**src/hw/rtl/ccs_pkg.sv**
```systemverilog
// Shared types and constants for the comment stripper.
package ccs_pkg;

    localparam logic [7:0] CH_SLASH = 8'h2F;
    localparam logic [7:0] CH_STAR  = 8'h2A;
    localparam logic [7:0] CH_NL    = 8'h0A;

    localparam int QUEUE_DEPTH = 4;

    typedef enum logic [2:0] {
        MODE_NORMAL = 3'd0,
        MODE_SLASH  = 3'd1,
        MODE_LINE   = 3'd2,
        MODE_BLOCK  = 3'd3,
        MODE_STAR   = 3'd4
    } scan_mode_t;

    typedef struct packed {
        logic [7:0] in_byte;
        logic       in_last;
    } src_item_t;

    typedef struct packed {
        logic [7:0] out_byte;
        logic       byte_valid;
        logic       out_last;
    } dst_item_t;

    typedef struct packed {
        logic [1:0] count;
        dst_item_t  item0;
        dst_item_t  item1;
    } scan_result_t;

endpackage

```
**src/hw/rtl/ccs_out_queue.sv**
```systemverilog
// Result queue that takes up to two items per cycle and hands out one while dst_stall is low.
module ccs_out_queue #(
    parameter int Depth = ccs_pkg::QUEUE_DEPTH
) (
    input  logic                    clk,
    input  logic                    rst_n,
    input  logic                    push,
    input  ccs_pkg::scan_result_t   push_data,
    output logic                    room,
    output logic                    dst_valid,
    input  logic                    dst_stall,
    output ccs_pkg::dst_item_t      dst_data
);

    localparam int PtrW = (Depth > 1) ? $clog2(Depth) : 1;
    localparam int CntW = $clog2(Depth + 1);
    localparam logic [PtrW-1:0] LastPtr = PtrW'(Depth - 1);
    localparam logic [CntW-1:0] RoomMax = CntW'(Depth - 2);

    ccs_pkg::dst_item_t mem [Depth];

    logic [PtrW-1:0] wr_ptr_reg, wr_ptr_next;
    logic [PtrW-1:0] rd_ptr_reg, rd_ptr_next;
    logic [CntW-1:0] count_reg, count_next;
    logic [PtrW-1:0] wr_ptr_plus1;
    logic [PtrW-1:0] wr_ptr_plus2;
    logic [1:0]      push_n;
    logic            pop;

    assign wr_ptr_plus1 = (wr_ptr_reg == LastPtr) ? '0 : wr_ptr_reg + PtrW'(1);
    assign wr_ptr_plus2 = (wr_ptr_plus1 == LastPtr) ? '0 : wr_ptr_plus1 + PtrW'(1);
    assign push_n       = push ? push_data.count : 2'd0;
    assign pop          = dst_valid && !dst_stall;

    always_comb
    begin
        wr_ptr_next = wr_ptr_reg;
        if (push_n == 2'd1)
        begin
            wr_ptr_next = wr_ptr_plus1;
        end
        else if (push_n == 2'd2)
        begin
            wr_ptr_next = wr_ptr_plus2;
        end
        rd_ptr_next = rd_ptr_reg;
        if (pop)
        begin
            rd_ptr_next = (rd_ptr_reg == LastPtr) ? '0 : rd_ptr_reg + PtrW'(1);
        end
        count_next = count_reg + CntW'(push_n) - CntW'(pop);
    end

    always_ff @(posedge clk or negedge rst_n)
    begin
        if (!rst_n)
        begin
            wr_ptr_reg <= '0;
            rd_ptr_reg <= '0;
            count_reg  <= '0;
        end
        else
        begin
            wr_ptr_reg <= wr_ptr_next;
            rd_ptr_reg <= rd_ptr_next;
            count_reg  <= count_next;
        end
    end

    always_ff @(posedge clk)
    begin
        if (push_n != 2'd0)
        begin
            mem[wr_ptr_reg] <= push_data.item0;
        end
        if (push_n == 2'd2)
        begin
            mem[wr_ptr_plus1] <= push_data.item1;
        end
    end

    assign room      = (count_reg <= RoomMax);
    assign dst_valid = (count_reg != '0);
    assign dst_data  = mem[rd_ptr_reg];

endmodule

```
**src/hw/rtl/c_comment_stripper.sv**
```systemverilog
// Top level of the C-style comment stripper.
// The block passes on every source byte outside // and /* */ comments, one
// source byte per cycle while src_stall is low. Each source byte is decoded
// combinationally against the scan mode and its zero, one or two results go
// straight into a small result queue of Depth entries; the queue takes a new
// byte whenever at least two entries are free, so with the default depth the
// input runs at one byte per clock as long as the output side keeps up. A
// slash followed by an ordinary byte yields two results, which enter the
// queue together and leave it one at a time. After the last byte the final
// result carries out_last, or an item with out_last alone is given.
module c_comment_stripper #(
    parameter int Depth = ccs_pkg::QUEUE_DEPTH
) (
    input  logic                clk,
    input  logic                rst_n,
    input  logic                src_valid,
    output logic                src_stall,
    input  ccs_pkg::src_item_t  src_data,
    output logic                dst_valid,
    input  logic                dst_stall,
    output ccs_pkg::dst_item_t  dst_data
);

    ccs_pkg::scan_mode_t   mode_reg, mode_next, mode_step;
    ccs_pkg::scan_result_t result;
    logic                  src_xfer;
    logic                  room;
    logic [7:0]            b;

    assign b         = src_data.in_byte;
    assign src_stall = !room;
    assign src_xfer  = src_valid && room;

    always_comb
    begin
        mode_step = ccs_pkg::MODE_NORMAL;
        unique case (mode_reg)
            ccs_pkg::MODE_SLASH:
            begin
                if (b == ccs_pkg::CH_SLASH)
                    mode_step = ccs_pkg::MODE_LINE;
                else if (b == ccs_pkg::CH_STAR)
                    mode_step = ccs_pkg::MODE_BLOCK;
                else
                    mode_step = ccs_pkg::MODE_NORMAL;
            end
            ccs_pkg::MODE_LINE:
            begin
                mode_step = (b == ccs_pkg::CH_NL) ? ccs_pkg::MODE_NORMAL
                                                  : ccs_pkg::MODE_LINE;
            end
            ccs_pkg::MODE_BLOCK:
            begin
                mode_step = (b == ccs_pkg::CH_STAR) ? ccs_pkg::MODE_STAR
                                                    : ccs_pkg::MODE_BLOCK;
            end
            ccs_pkg::MODE_STAR:
            begin
                if (b == ccs_pkg::CH_SLASH)
                    mode_step = ccs_pkg::MODE_NORMAL;
                else if (b == ccs_pkg::CH_STAR)
                    mode_step = ccs_pkg::MODE_STAR;
                else
                    mode_step = ccs_pkg::MODE_BLOCK;
            end
            default:
            begin
                mode_step = (b == ccs_pkg::CH_SLASH) ? ccs_pkg::MODE_SLASH
                                                     : ccs_pkg::MODE_NORMAL;
            end
        endcase
        mode_next = src_data.in_last ? ccs_pkg::MODE_NORMAL : mode_step;
    end

    always_comb
    begin
        result = '0;
        unique case (mode_reg)
            ccs_pkg::MODE_SLASH:
            begin
                if (b != ccs_pkg::CH_SLASH && b != ccs_pkg::CH_STAR)
                begin
                    result.count            = 2'd2;
                    result.item0.out_byte   = ccs_pkg::CH_SLASH;
                    result.item0.byte_valid = 1'b1;
                    result.item1.out_byte   = b;
                    result.item1.byte_valid = 1'b1;
                end
            end
            ccs_pkg::MODE_LINE, ccs_pkg::MODE_BLOCK, ccs_pkg::MODE_STAR:
            begin
                result.count = 2'd0;
            end
            default:
            begin
                if (b != ccs_pkg::CH_SLASH)
                begin
                    result.count            = 2'd1;
                    result.item0.out_byte   = b;
                    result.item0.byte_valid = 1'b1;
                end
            end
        endcase
        if (src_data.in_last)
        begin
            if (result.count == 2'd2)
            begin
                result.item1.out_last = 1'b1;
            end
            else if (result.count == 2'd1)
            begin
                result.item0.out_last = 1'b1;
            end
            else
            begin
                // A slash held at the end of the text is sent as a plain byte.
                result.count          = 2'd1;
                result.item0.out_last = 1'b1;
                if (mode_step == ccs_pkg::MODE_SLASH)
                begin
                    result.item0.out_byte   = ccs_pkg::CH_SLASH;
                    result.item0.byte_valid = 1'b1;
                end
            end
        end
    end

    always_ff @(posedge clk or negedge rst_n)
    begin
        if (!rst_n)
        begin
            mode_reg <= ccs_pkg::MODE_NORMAL;
        end
        else if (src_xfer)
        begin
            mode_reg <= mode_next;
        end
    end

    ccs_out_queue #(
        .Depth(Depth)
    ) u_queue (
        .clk       (clk),
        .rst_n     (rst_n),
        .push      (src_xfer),
        .push_data (result),
        .room      (room),
        .dst_valid (dst_valid),
        .dst_stall (dst_stall),
        .dst_data  (dst_data)
    );

    a_last_resets_mode: assert property (@(posedge clk) disable iff (!rst_n)
        src_xfer && src_data.in_last |=> mode_reg == ccs_pkg::MODE_NORMAL)
        else $error("scan mode not cleared after the last byte");

    a_result_shows: assert property (@(posedge clk) disable iff (!rst_n)
        src_xfer && result.count != 2'd0 |=> dst_valid)
        else $error("result of an accepted byte not offered");

    a_stall_needs_data: assert property (@(posedge clk) disable iff (!rst_n)
        src_stall |-> dst_valid)
        else $error("input stalled while the result queue is empty");

    a_last_flag_once: assert property (@(posedge clk) disable iff (!rst_n)
        src_xfer && result.count == 2'd2 |-> !result.item0.out_last)
        else $error("end mark placed on the first of two results");

endmodule
```
**config.mk**
```make
export PLATFORM = sky130hd
export DESIGN_NAME = c_comment_stripper
export DESIGN_NICKNAME = d
export VERILOG_FILES = /design/src/hw/rtl/ccs_pkg.sv /design/src/hw/rtl/ccs_out_queue.sv /design/src/hw/rtl/c_comment_stripper.sv
export SDC_FILE = /design/constraint.sdc
export NUM_CORES = 1
export LEC_CHECK = 0
export BUFFER_PORTS_ARGS = -buffer_cell sky130_fd_sc_hd__buf_2
export CAP_MARGIN = 20
export CORE_ASPECT_RATIO = 1.75
export CORE_MARGIN = 1.5
export CORE_UTILIZATION = 52
export DETAILED_ROUTE_END_ITERATION = 12
export PLACE_DENSITY = 0.71
export SYNTH_ARGS = -nofsm -noshare
export SYNTH_HDL_FRONTEND = slang
export SYNTH_SLANG_ARGS = --single-unit
```
**constraint.sdc**
```tcl
create_clock -name clk -period 3.9 [get_ports clk]
set_clock_uncertainty 0.05 [all_clocks]
set_input_delay 0.39 -clock clk [delete_from_list [all_inputs] [get_ports clk]]
set_output_delay 0.39 -clock clk [all_outputs]
set_load 0.005 [all_outputs]
```
* Yosys cells after proc, flatten, opt, wreduce, memory -nomap -nowiden
Memories as Yosys holds them, arrays and structs flattened.
Index checks and enable logic that the tools add are counted.
** Operators by class
- Add/subtract/negate cells :: 5
- Equality and inequality tests :: 17
- Reductions and logical operators :: 9
- Bitwise logic cells :: 0
- Mux-type cells :: 30
- Shift operators :: 0
- Divide/modulo/power cells :: 0
- $lt $le $gt $ge :: 1
- $mul :: 0
** Operators by type and width (number)
- $mux 9 :: 3
- $mux 12 :: 2
- $mux 11 :: 2
- $mux 2 :: 9
- $pmux 9 s2 :: 1
- $eq 8x6->1 const B :: 2
- $ne 8x6->1 const B :: 2
- $pmux 3 s4 :: 1
- $eq 2x2->1 const B :: 5
- $mux 10 :: 1
- $mux 3 :: 3
- $eq 8x4->1 const B :: 1
- $mux 1 :: 7
- $add 2x1->2 const B :: 3
- $eq 3x1->1 const B :: 2
- $eq 3x2->1 const B :: 2
- $eq 2x1->1 const B :: 2
- $pmux 2 s2 :: 1
- $reduce_bool 2->1 :: 2
- $add 3x2->3 :: 1
- $eq 3x3->1 const B :: 1
- $le 3x2->1 const B :: 1
- $logic_and 1x1->1 :: 3
- $reduce_bool 3->1 :: 1
- 3 further kinds :: 4
** Storage, ports and cells
- Register bits :: 10
- Bits in latches :: 0
- Memories kept :: 1
- Output and inout bits :: 12
- Input port bits :: 13
- ROM bits :: 0
- Word-level logic and storage cells :: 67
- Bits in writable memories :: 40
** Memory list
- u_queue.mem :: words 4, bits a word 10, rd ports 1, clocked after Yosys merged registers in 0, write ports 2, RTL line ccs_out_queue.sv:20 : ccs_pkg::dst_item_t mem [Depth];

* Depth between registers and ports, before layout
- Depth after elaboration :: 13
- Mapped depth :: 13
- Gate-level depth less buffers :: 9

* Hierarchy
A second synthesis with hierarchy kept.
** Unflattened totals
- Cells, all modules :: 228
- Area total of the unflattened synthesis :: 3054.2 um^2
** Modules (own cells, without submodules)
- ccs_out_queue :: instances 1, seq. area each 1376.3 um^2, cells an instance 156, area each 2492.4 um^2
- c_comment_stripper :: instances 1, seq. area each 75.1 um^2, cells an instance 72, area each 561.8 um^2

* Worst setup path after synthesis
Ideal clock, no wire load.
- Path kind :: register to register
- Start point :: register mode_reg[0]
- End point :: memory u_queue.mem[2][0] (netlist bit) (enable)
- Arrival :: 2.691 ns
- Buffers on the path :: 4
- Library setup time :: 0.391 ns
- Setup slack :: 0.768 ns
- Data required time :: 3.459 ns
- Clock period less this slack :: 3.132 ns
- Stages on the path, launching flop included :: 12
- Path through :: dfrtp_1 -> buf_6 -> or3b_4 -> a31o_1 -> buf_6 -> a22oi_1 -> or2_1 -> ha_1 -> clkbuf_1 -> buf_1 -> nand2_1 -> o21ai_0
** RTL lines
- start: declaration :: RTL line c_comment_stripper.sv:24 : ccs_pkg::scan_mode_t mode_reg, mode_next, mode_step;
- start signal: assignment :: RTL line c_comment_stripper.sv:132 : mode_reg <= ccs_pkg::MODE_NORMAL;
- start signal: assignment :: RTL line c_comment_stripper.sv:136 : mode_reg <= mode_next;
- end: declaration :: RTL line ccs_out_queue.sv:20

==> summary.md <==
| Metric | Value |
|---|---|
| Kind of critical path | register to register |
| CTS Sinks | 50 |
| Status | finished clean |
| Crit-path max FO | 15 |
| Endpoints failing setup | 0 |
| Hold crit path type | input port to register |
| ANT nets after route | 0 |
| Total power draw | 0.00202 W |
| Die Wd | 61.8 um |
| Vias | 2281 |
| # H-tree levels | 2 |
| Post-synthesis cell area | 3150 um2 |
| Max Slew Vio Count | 0 |
| Post-CTS sizing | 0 |
| Ys Warns | 0 |
| Setup crit end kind | register |
| Grt total ovfl | 0 |
| Cts hold-fix bufs | 1 |
| Hpwl dp | 5140 um |
| Total negative setup slack | 0 ns |
| Synth area leader | edfxtp_1 |
| CP required | 3.90 ns |
| Share of cells above drive strength 1 | 0.227 |
| WL final | 6930 um |
| Initial antenna violation count | 0 |
| PnR worst setup slack | roughly 0.64 ns |
| Ys async rst share | 0.200 |
| Global-route wire length before repair | 11500 um |
| Height of the die | 106 um |
| FF-to-FF setup slack | 0.64 ns |
| Most common cell after layout, fill and taps aside | edfxtp_1 |
| Wire per inst | 18.4 um |
| Leak | around 1.3 nW |
| CP max stage delay | roughly 0.55 ns |
| Gr usage total | 0.242 |
| Mean post-synth cell area | 11.6 um2 |
| DR pass1 iterations | 4 |
| Min Tclk post-route | 3.26 ns |
| Place WS | 0.684 ns |
| Post-Synthesis Cells | roughly 270 |
| Layout Nets | between 300 and 400 |
| Syn_nets | around 300 |
| Cts bufs inserted | 5 |
| Final Hold Fails | 0 |
| Net Sw Frac | 0.370 |
| Logic pwr share | 0.432 |
| CTS clk-pin slew, worst paths | 0.10 ns |
| Slowest-stage cell, CP | dfrtp_1 |
| Flops & latches, synth | 50 |
| Delay-heaviest family, CP | compound AO/OA/AOI/OAI gates |
| Yosys top cell area share | 0.381 |
| Cell internal pwr | approximately 0.0013 W |
| RSZ-0062 raised after global routing | no |
| CTS tree | yes |
| Worst slew margin | 0.453 |
| WP data arrival | 3.25 ns |
| Post-synth EDFFs | 40 |
| Clk buf depth | 2 |
| Largest cells by area after synthesis | edfxtp_1, dfrtp_1, mux4_2 |
| 1st-iter DRT viols | 80 |
| Final GP Congestion | 0.878 |
| Total setup buffers inserted after CTS | 0 |
| Diode count | 0 |
| Worst Tran Pin Value | 0.820 ns |
| Power density cells | 586 nW/um2 |
| P&R area growth vs syn | 9.34% |
| Unique masters post-synth | 58 |
| Max Freq | 307 MHz |
| Latest clock arrival within the worst-skew pair | 0.32 ns |
| I/O pins | 25 |
| Synth Flop Type | edfxtp_1 |
| Tcrit/Tclk final | 0.835 |
| Die Area | approximately 6600 um2 |
| WP buf/inv | 0 |
| Commonest non-fill, non-tap cells in the layout | edfxtp_1, a21oi_1, buf_2, nand2_1, inv_1 |
| CORE AREA | 5880 um2 |
| Root Buffer Master | clkbuf_8 |
| Site Rows | 37 |
| Max-Cap Viols | 0 |
| Vias per inst | 6.05 |
| Register area share after synthesis | 0.461 |
| Seq pwr share | 0.415 |
| Max reg flops | 40 |
| Crit-path cells | or3b_4 -> a31o_1 -> a22oi_1 -> or2_1 -> ha_1 -> nand2_1 -> a21boi_0 -> o211ai_1 -> a21oi_1 |
| Initial core utilization | 0.536 |
| Port Buffers | 24 |
| Number of remaining DRC errors | 0 |
| Vias in the first global route | around 2300 |
| Clock share of power | 0.153 |
| Critical path startpoint category | register |
| Worst vdd ir | 0.359 mV |
| Largest net degree at the start of global routing | 18 |
| Switching pwr | 0.000747 W |
[layout make-up]
class	count	area (um2)
fill	521	2440
multi-input combinational	190	1530
sequential	50	1450
timing repair buffer	37	220
tap	78	97.6
clock buffer	5	68.8
inverter	14	52.6
clock inverter	3	21.3
[metal layers]
metal / vias up / wire length (um) / global-route usage
met3: 19 / 283 / 0.0365
met1: 1101 / 2560 / 0.276
met2: 78 / 3740 / 0.411
li1: 1083 / - / -
met5: - / 0 / 0
met4: 0 / 350 / 0.131
[cells in the mapped netlist, types with 2 or more instances]
cell type,instances
o2bb2ai_1,3
nor2b_1,2
clkbuf_1,7
edfxtp_1,40
nor3_1,3
nand4_1,2
nand2_1,16
a21boi_0,4
a22oi_1,2
mux2_2,2
a21oi_1,36
a31oi_1,2
buf_2,3
a21o_1,4
mux4_2,10
ha_1,13
and2_1,12
or3_1,2
inv_1,14
nand3_1,12
dfrtp_1,10
mux2i_4,3
o211ai_1,4
a211oi_1,3
buf_6,5
a311oi_1,2
o21ai_0,8
and3b_1,4
nor2_1,7
and3_1,6
xnor2_1,4
[worst reg2reg max path, delay by kind of cell, from the launching register on]
kind	cells	cell delay [ns]
flip-flops	1	0.55
adder cells (fa/ha/maj)	1	0.48
AND/OR/NAND/NOR	3	0.76
AO/OA/AOI/OAI	5	1.14
[final timing paths]
path	start	endpoint	depth (start not counted)
max in group asynchronous	rst_n	u_queue.wr_ptr_reg[1]	2
setup reg to reg	mode_reg[1]	u_queue.mem[0][5]	9
setup / recovery	mode_reg[1]	u_queue.mem[0][5]	9
min in group asynchronous	rst_n	mode_reg[1]	2
hold / removal	src_valid	mode_reg[2]	3
hold reg to reg	u_queue.count_reg[2]	u_queue.count_reg[2]	1
[per-stage QoR]
stage | hold slack, ns | std cells | utilization | cell area [um2]
after floorplan | 0.0444 | 272 | - | 3150
after global placement | 0.213 | 368 | 0.569 | 3340
after detailed placement | 0.218 | 368 | 0.569 | 3340
after CTS | 0.310 | 377 | 0.586 | 3440
after global routing | 0.338 | 377 | 0.586 | 3440
final | 0.316 | 377 | 0.586 | 3440
[cell families after synthesis]
kind of cell,share of synthesized area
xor+xnor,0.0139
simple gates,0.139
mux,0.103
buf+inv,0.0528
compound gates,0.172
fa+ha+maj,0.0580
flops,0.461
[power groups by stage]
stage	clock (W)	sequential (W)	combinational, W
finish	0.000309	0.000837	0.000873
global route	0.000326	0.000859	0.000984
CTS	0.000317	0.000844	0.000877
detailed placement	0	0.000855	0.000873
global placement	0	0.000851	0.000853
floorplan	0	0.000775	0.000730
(Power assumes the default switching activity.)
